==> config.mk <==
export PLATFORM = sky130hd
export DESIGN_NAME = wlrs_ram
export DESIGN_NICKNAME = d
export VERILOG_FILES = /design/src/sv/wlrs_ram.sv
export SDC_FILE = /design/constraint.sdc
export NUM_CORES = 1
export LEC_CHECK = 0
export ABC_AREA = 0
export BUFFER_PORTS_ARGS = -buffer_cell sky130_fd_sc_hd__buf_2
export CAP_MARGIN = 0
export CELL_PAD_IN_SITES_DETAIL_PLACEMENT = 0
export CELL_PAD_IN_SITES_GLOBAL_PLACEMENT = 1
export CORE_ASPECT_RATIO = 1.5
export CORE_MARGIN = 2
export CORE_UTILIZATION = 56
export DETAILED_ROUTE_END_ITERATION = 10
export PLACE_DENSITY = 0.81
export SLEW_MARGIN = 15
export SYNTH_ARGS = -nofsm -noshare
export SYNTH_HDL_FRONTEND = slang
export SYNTH_SLANG_ARGS = --single-unit
==> constraint.sdc <==
create_clock -name clk -period 2.3 [get_ports clk]
set_input_delay 0.46 -clock clk [delete_from_list [all_inputs] [get_ports clk]]
set_output_delay 0.46 -clock clk [all_outputs]
set_load 0.02 [all_outputs]
==> src/sv/wlrs_ram.sv <==
// ----------------------------------------------------------------------------
// wlrs_ram: generic simple dual port RAM
// One write port and one read port, read data registered.
// ----------------------------------------------------------------------------
module wlrs_ram #(
  parameter int WIDTH = 8,
  parameter int DEPTH = 64
) (
  input  logic                     clk,
  input  logic                     we,
  input  logic [$clog2(DEPTH)-1:0] waddr,
  input  logic [WIDTH-1:0]         wdata,
  input  logic [$clog2(DEPTH)-1:0] raddr,
  output logic [WIDTH-1:0]         rdata
);

  logic [WIDTH-1:0] mem [DEPTH];

  always_ff @(posedge clk) begin
    if (we) begin
      mem[waddr] <= wdata;
    end
    rdata <= mem[raddr];
  end

endmodule

==> results of run 1 <==
-- path summary, 6_finish.rpt --
path                                            from               end  slack (ns)  cells after the start
worst max register to register   mem[3][0]$_DFFE_PP_  rdata[0]$_DFF_P_        0.26                      5
worst min-delay path                        raddr[5]  rdata[2]$_DFF_P_        0.36                      3
worst max-delay path                        raddr[1]  rdata[0]$_DFF_P_        0.18                      7
worst min register to register  mem[30][6]$_DFFE_PP_  rdata[6]$_DFF_P_        0.84                      3
-- layout by cell type (no fill, tap or decap), types with 4 or more instances in the layout --
master     instances
mux2_2            13
a221oi_1           6
nor3_1             7
nand3_1           13
o22ai_1            8
nor2b_1           14
mux4_2           126
a211oi_1           4
buf_2             25
dfxtp_1            8
o221ai_1           8
nand2_1           19
nor2_1            83
buf_12            10
nand2b_1           7
mux2i_1           23
clkbuf_16         45
clkbuf_1          15
clkinv_2           8
edfxtp_1         512
clkinv_1           6
buf_4            147
-- layout make-up --
| cell class | instances | area [µm²] |
|---|---|---|
| Multi-Input combinational cell | 369 | 4320 |
| Timing Repair Buffer | 183 | 1440 |
| Sequential cell | 520 | 15500 |
| Clock inverter | 17 | 153 |
| Fill cell | 2397 | 12500 |
| Tap cell | 478 | 598 |
| Clock buffer | 60 | 1180 |
-- registers in the layout, indices dropped and copies added, names as in the netlist --
name and cells:
rdata 8, mem 512
-- per-stage QoR --
stage | cell area, µm² | cells | total power, mW
4_1_cts | 23200 | 1627 | 18.8
3_3_place_gp | 21900 | 1550 | 11.8
6_report | 23200 | 1627 | 18.7
3_5_place_dp | 21900 | 1550 | 11.8
2_1_floorplan | 20200 | 940 | 11.3
5_1_grt | 23200 | 1627 | 19.1
-- metal layers --
metal | vias up | GRT usage | share of wire | wire, µm
li1 | 4262 | - | - | -
met1 | 5287 | 0.302 | 0.36 | 16600
met2 | 367 | 0.457 | 0.55 | 25100
met3 | 86 | 0.0327 | 0.054 | 2480
met4 | 0 | 0.0959 | 0.037 | 1700
met5 | - | 0 | 0 | 0
-- power breakdown --
group | switching (mW) | leakage, nW | total (mW) | internal (mW)
Combinational | 0.636 | 2.23 | 1.09 | 0.454
Sequential | 0.0312 | 4.67 | 10.5 | 10.5
Clock | 3.13 | 0.655 | 7.06 | 3.93
-- worst max-delay path, stage by stage --
cell,delay [ns]
buf_4,0.27
buf_4,0.38
mux4_2,0.38
mux4_2,0.52
nor2_1,0.31
nor3_1,0.09
o2bb2ai_1,0.14
-- cells by family (layout without fill, tap and decap cells) --
logic type	count (synthesis)	count (layout)
AOI/OAI and AO/OA	54	54
and+or+nand+nor	153	153
buffers and inverters	51	260
DFF	520	520
muxes	162	162
==> results.md, run 1 <==
* Main combinational cell family by area after synthesis: multiplexers
* Synthesized area at roughly 0.020 mm²
* #FFs+latches synth at 520
* Gpl congestion at 0.864
* Clk root buf: clkbuf_16
* Synth Net Count at 962
* Post-Syn Instances at 940
* Die W at roughly 160 µm
* Max Freq at 471 MHz
* Die H at about 240 µm
* Num ports at 30
* Count leader, synth: edfxtp_1
* CP Launch Type: primary input
* Pleak at ~7.6 nW
* Detail Route Antenna Nets at 0
* CTS Hold Bufs at 0
* CTS Buffer Depth at 3
* Skew final at approximately 0.015 ns
* Final Critical Period at ~2.1 ns
* Global route overflow at 0
* Iter 0 DRT Violations at approximately 1.1k
* WL final at between 40 and 50 mm
* Post_cts resized at 0
* Period utilisation layout at 0.922
* Final setup margin at approximately 0.18 ns
* CTS tree: done
* HPWL Detailed at about 31 mm
* Simple-Gate Fraction of Synth Area at 0.0339
* CP endpoint kind: register
* RSZ-0062 raised after global routing: false
* Post-layout util at 0.650
* CTS Buf Count at 44
* Core footprint at around 0.036 mm²
* Critical Path AT at between 2 and 3 ns
* DP Worst Slack at -0.370 ns
* HP Class: primary input to register
* Total track usage at 0.249
* Synth Area per Inst at about 21 µm²
* Standard-cell row count at 85
* Clk_lat worst skew at 0.55 ns
* Max-cap viol count at 0
* Setup Viol. Count Final at 0
* P&R area growth vs syn at 15.2%
* WS Path Type: primary input to register
* Die area at between 0.03 and 0.04 mm²
* Post CTS Setup Buffer Count at 0
* Xor-xnor portion of the synthesized cell area at 0
* Worst-path clk slew at roughly 0.06 ns
* Slew @ Worst Pin at approximately 0.70 ns
* Number of library cell types mapped by synthesis at 40
* VDD IR-drop max at between 600 and 700 µV
* Main synth FF type: edfxtp_1
* Hold_ws at 0.363 ns
* Initial antenna violation count at 0
* Slew Limit Fails at 0
* Compound-Gate Fraction of Synth Area at 0.0207
* Total negative setup slack at 0 ns
* Final hold vios at 0
* Port Buf Inserts at 29
* Antenna diodes at 0
* Fraction of layout cells with a size suffix above 1 at 0.331
* DRC at 0
* H-Tree Depth at 2
* Average via count per standard cell at approximately 6.1
* Outcome: completed
* Multiplexer share of the synthesized area at 0.159
* Nets at roughly 1.1k
* CTS Sinks at 520
* Yosys warns at 0
* Top cell type's share of synthesized area at 0.762
* First-pass GRT wire length at between 60 and 70 mm
* EDFF count, synth at between 500 and 600
* Initial Utilization at 0.564
* Largest cells by area after synthesis: edfxtp_1 76%, mux4_2 14%, nor2_1 1.5%
* Worst Path Max Fanout at 23
* Routed via count at between 10k and 15k
* Post-synth top cells: 512 x edfxtp_1, 126 x mux4_2, 83 x nor2_1
* Power density cells at around 800 mW/mm²
* Number of global-route vias before repair at slightly above 10k
* Relative slew slack at 0.531
* Wire length per cell at between 20 and 30 µm
* Largest net degree at the start of global routing at 65
* Initial DRT Pass Iterations at 5
* Seq/Total Area, Yosys at 0.770
* Worst Path Required at about 2.7 ns
* Adder-cell share of the synthesized area at 0
* Ys async rst share at 0
* Post-synth top area cell: edfxtp_1
(Power assumes the default switching activity.)
==> inputs of run 2 (changes only) <==
Settings changed: CORE_UTILIZATION 56 to 25, PLACE_DENSITY 0.81 to 0.44.
==> results.md, run 2 (synthesized netlist as in run 1, its figures left out) <==
* CTS Buffer Depth at 3 (unchanged)
* DP Worst Slack at -0.432 ns (-0.0621 ns)
* Core footprint at 0.0799 mm² (+120%)
* Skew final at 0.0101 ns (-0.00532 ns)
* Setup Viol. Count Final at 0 (unchanged)
* Worst Path Max Fanout at 15 (-35%)
* Global route overflow at 0 (unchanged)
* Post-route cell area at 0.0245 mm² (+5.4%)
* Max Freq at 491 MHz (+4.2%)
* Crit path max-delay cell type: mux4_2
* Antenna diodes at 0 (unchanged)
* CTS Hold Bufs at 0 (unchanged)
* HP Class: primary input to register
* WS Path Type: primary input to register
* H-Tree Depth at 2 (unchanged)
* Final hold vios at 0 (unchanged)
* Worst-path clk slew at 0.07 ns (about the same)
* Outcome: completed
* Initial antenna violation count at 4 (+4)
* Gpl congestion at 0.744 (-14%)
* Wire length per cell at 24.9 µm (-12%)
* CP dominant cell by count: mux4_2
* Die W at 236 µm (+48%)
* HPWL Detailed at 35.7 mm (+17%)
* Post CTS Setup Buffer Count at 0 (unchanged)
* Top reg by flops: mem
* Post-DP Area at 0.0228 mm² (+4.0%)
* CTS tree: done
* Slowest stage delay, CP at 0.52 ns (about the same)
* DRC at 0 (unchanged)
* Pleak at 7.81 nW (+3.3%)
* Slew Limit Fails at 0 (unchanged)
* Port Buf Inserts at 29 (unchanged)
* CTS Buf Count at 49 (+11%)
* Routed via count at 9779 (-2.2%)
* Slew @ Worst Pin at 0.877 ns (+0.174 ns)
* Detail Route Antenna Nets at 0 (unchanged)
* Num ports at 30 (unchanged)
* Standard-cell row count at 127 (+49%)
* RSZ-0062 raised after global routing: false
* Worst R2R Setup Slack at 0.31 ns (+0.05 ns)
* Max-cap viol count at 0 (unchanged)
* Average via count per standard cell at 4.45 (-28%)
* Clk_lat worst skew at 0.59 ns (+0.04 ns)
* Crit path cell chain: clkbuf_8, buf_12, mux4_2, mux4_2, o21ai_0, nand2_1
* Hold_ws at 0.250 ns (-0.113 ns)
* Final Critical Period at 2.04 ns (-0.0864 ns)
* CP Launch Type: primary input
* Total negative setup slack at 0 ns (unchanged)
* Post-layout util at 0.306 (-0.344)
* Final std cells w/o fill at 2197 (+35%)
* Max reg flops at 512 (unchanged)
* CTS Sinks at 520 (unchanged)
* Iter 0 DRT Violations at 731 (-34%)
* WL final at 54.8 mm (+19%)
* Largest regs: mem (512), rdata (8)
* Post_cts resized at 0 (unchanged)
* VDD IR-drop max at 616 µV (-9.0%)
* Largest net degree at the start of global routing at 65 (unchanged)
* Relative slew slack at 0.415 (-0.116)
* Number of global-route vias before repair at 10.7k (+2.7%)
* Fraction of layout cells with a size suffix above 1 at 0.345 (+0.0143)
* Die area at 0.0830 mm² (+120%)
* Total track usage at 0.134 (-0.116)
* P&R area growth vs syn at 21.4%
* Cells after DPL at 2109 (+36%)
* Most common cell after layout, fill and taps aside: edfxtp_1
* Die H at 352 µm (+49%)
* Commonest cells after routing, fill and taps aside: 512 x edfxtp_1, 139 x buf_4, 126 x mux4_2
* Nets at 1150 (+0.88%)
* Worst Path Required at 2.75 ns (+0.02 ns)
* Initial DRT Pass Iterations at 4 (-1)
* Final setup margin at 0.265 ns (+0.0864 ns)
* First-pass GRT wire length at 78.9 mm (+17%)
* Design Power at 20.5 mW (+10%)
* Clk root buf: clkbuf_16
* Critical Path AT at 2.49 ns (-0.07 ns)
* Power density cells at 839 mW/mm² (+4.4%)
* Period utilisation layout at 0.885 (-0.0376)
* Initial Utilization at 0.252 (-0.312)
* CP endpoint kind: register
run 2: area by class of cell:
cell class	instances	area, µm²
fill	7732	55400
sequential	520	15500
multi-input combinational	369	4320
timing repair buffer	188	1630
tap	1032	1290
clock buffer	57	1260
clock inverter	31	459
run 2: worst max-delay path, delay by kind of cell:
family                 cells  cell delay [ns]
AND/OR/NAND/NOR            1             0.09
buffers and inverters      2             0.53
AO/OA/AOI/OAI              1             0.35
multiplexers               2             1.04
run 2: final timing paths:
path                         from              endpoint  depth (start not counted)
max reg2reg  mem[29][6]$_DFFE_PP_      rdata[6]$_DFF_P_                          6
min                      wdata[5]  mem[54][5]$_DFFE_PP_                          1
max                      raddr[0]      rdata[7]$_DFF_P_                          6
min reg2reg   mem[4][7]$_DFFE_PP_      rdata[7]$_DFF_P_                          4
run 2: power breakdown:
group | switching (mW) | internal (mW)
Sequential | 0.0401 | 10.5
Combinational | 0.692 | 0.500
Clock | 3.58 | 5.25
Total | 4.31 | 16.2
run 2: layer usage:
layer,vias to the layer above,global-route usage,wire (µm)
met3,85,0.0160,1890
met1,5250,0.159,22000
li1,4290,-,-
met4,4,0.0507,1870
met5,-,0,30
met2,150,0.247,29000
==> inputs of run 3 (changes only) <==
Settings changed: ABC_AREA 0 to 1, PLACE_DENSITY 0.44 to 0.46.
==> results.md, run 3 <==
* Die area at 0.0878 mm² (+5.7%)
* Setup Viol. Count Final at 0 (unchanged)
* Ys async rst share at 0 (unchanged)
* CP Launch Type: register
* Commonest cells after routing, fill and taps aside: 648 x nand2_1, 512 x edfxtp_1, 439 x nand3_1
* Fillers at 8650 (+12%)
* Initial DRT Pass Iterations at 5 (+1)
* Crit path cell chain: buf_2
* Final hold vios at 0 (unchanged)
* HP Class: primary input to register
* Initial Utilization at 0.252 (-0.000493)
* P&R area growth vs syn at 17.9%
* CTS Buffer Depth at 3 (unchanged)
* CP endpoint kind: output pin
* Fraction of layout cells with a size suffix above 1 at 0.123 (-0.222)
* Outcome: completed
* CTS Hold Bufs at 0 (unchanged)
* Core footprint at 0.0847 mm² (+6.0%)
* Most common cell after layout, fill and taps aside: nand2_1
* Largest cells by area after synthesis: edfxtp_1 72%, nand2_1 11%, nand3_1 10%
* Post-Syn Instances at 1805 (+92%)
* HPWL Detailed at 40.2 mm (+13%)
* Worst Reg-to-Reg Cells at 8 (+2)
* Buffers plus inverters on the worst setup path at 1 (-1)
* Design Power at 20.4 mW (-0.74%)
* #FFs+latches synth at 520 (unchanged)
* CTS tree: done
* Die H at 362 µm (+2.8%)
* Pleak at 9.01 nW (+15%)
* Seq/Total Area, Yosys at 0.728 (-0.0423)
* Standard-cell row count at 131 (+3.1%)
* Crit path depth at 1 (-5)
* Gpl congestion at 0.764 (+2.6%)
* Critical Path AT at 1.27 ns (-1.22 ns)
* H-Tree Depth at 2 (unchanged)
* Post-DP Area at 0.0235 mm² (+3.3%)
* Largest regs: mem (512), rdata (8)
* Average via count per standard cell at 4.42 (-0.76%)
* Yosys warns at 0 (unchanged)
* Count leader, synth: nand2_1
* Number of global-route vias before repair at 13.8k (+30%)
* Largest net degree at the start of global routing at 65 (unchanged)
* Post-synth top cells: 648 x nand2_1, 512 x edfxtp_1, 439 x nand3_1
* Period utilisation layout at 0.752 (-0.133)
* Die W at 243 µm (+2.8%)
* Slowest stage delay, CP at 0.46 ns (-0.06 ns)
* Slew @ Worst Pin at 0.514 ns (-0.363 ns)
* Main synth FF type: edfxtp_1
* Total track usage at 0.149 (+0.0155)
* WS Path Type: register to output pin
* Iter 0 DRT Violations at 937 (+28%)
* Skew final at 0.0142 ns (+0.00411 ns)
* Top reg by flops: mem
* WL final at 65.4 mm (+19%)
* Num ports at 30 (unchanged)
* Post-route cell area at 0.0252 mm² (+2.8%)
* Max Freq at 578 MHz (+18%)
* Worst Path Required at 1.84 ns (-0.91 ns)
* Number of library cell types mapped by synthesis at 16 (-60%)
* Worst-path clk slew at 0.06 ns (about the same)
* Clk_lat worst skew at 0.60 ns (about the same)
* Nets at 1937 (+68%)
* Synth Area per Inst at 11.8 µm² (-45%)
* Post-synth top area cell: edfxtp_1
* Top cell type's share of synthesized area at 0.720 (-0.0419)
* Power density cells at 811 mW/mm² (-3.4%)
* Max-cap viol count at 0 (unchanged)
* DRC at 0 (unchanged)
* Final Critical Period at 1.73 ns (-0.305 ns)
* First-pass GRT wire length at 96.0 mm (+22%)
* Initial antenna violation count at 4 (unchanged)
* Port Buf Inserts at 29 (unchanged)
* Post CTS Setup Buffer Count at 0 (unchanged)
* Slew Limit Fails at 0 (unchanged)
* Detail Route Antenna Nets at 0 (unchanged)
* Worst Hold Depth at 3 (+2)
* Worst Path Max Fanout at 1 (-14)
* Global route overflow at 0 (unchanged)
* Post_cts resized at 0 (unchanged)
* Total negative setup slack at 0 ns (unchanged)
* VDD IR-drop max at 465 µV (-24%)
* Clk root buf: clkbuf_16
* Max reg flops at 512 (unchanged)
* Cell family with most CP delay: flip-flops
* Relative slew slack at 0.657 (+0.242)
* Crit path max-delay cell type: dfxtp_1
* RSZ-0062 raised after global routing: false
* Wire length per cell at 21.2 µm (-15%)
* CTS Sinks at 520 (unchanged)
* CTS Buf Count at 51 (+4.1%)
* EDFF count, synth at 512 (unchanged)
* Routed via count at 13.6k (+39%)
* Synthesized area at 0.0213 mm² (+5.8%)
* Synth Net Count at 1827 (+90%)
* Antenna diodes at 0 (unchanged)
-- run 3: stage by stage --
step                worst slack [ns]  utilization  cells  hold slack (ns)
floorplan                     0.0739            -   1805            0.559
global placement               0.151        0.277   2992            0.837
detailed placement             0.149        0.277   2992            0.831
CTS                            0.527        0.297   3083            0.214
global route                   0.537        0.297   3083            0.256
finish                         0.570        0.297   3083            0.256
-- run 3: power breakdown --
group          internal (mW)  leakage (nW)  switching (mW)  total [mW]
sequential              10.5          4.67          0.0345        10.5
combinational          0.399          3.54            1.03        1.43
clock                   4.86         0.801            3.59        8.45
-- run 3: final cells by class --
type	instances	area (µm²)	share of cell area
well taps	1130	1410	0.0562
repair buffers	170	1570	0.0622
flip-flops and latches	520	15500	0.617
clock inverters	27	277	0.0110
inverters	12	55.1	0.00219
clock buffers	64	1370	0.0544
multi-input cells	1160	4950	0.197
-- run 3: kinds of logic after synthesis --
logic type,Yosys count,share of synthesized area
simple gates,1160,0.232
flops,520,0.728
buf+inv,125,0.0402
-- run 3: final timing paths --
kind                         from                to  slack [ns]
max              rdata[4]$_DFF_P_          rdata[4]        0.57
min                      raddr[5]  rdata[2]$_DFF_P_        0.26
max reg2reg  mem[39][7]$_DFFE_PP_  rdata[7]$_DFF_P_        0.83
min reg2reg  mem[18][5]$_DFFE_PP_  rdata[5]$_DFF_P_        0.83
-- run 3: layer usage --
layer,global-route usage,wire length [µm]
met5,0,27
met4,0.0499,1980
met3,0.0191,2000
met2,0.280,34800
met1,0.174,26600
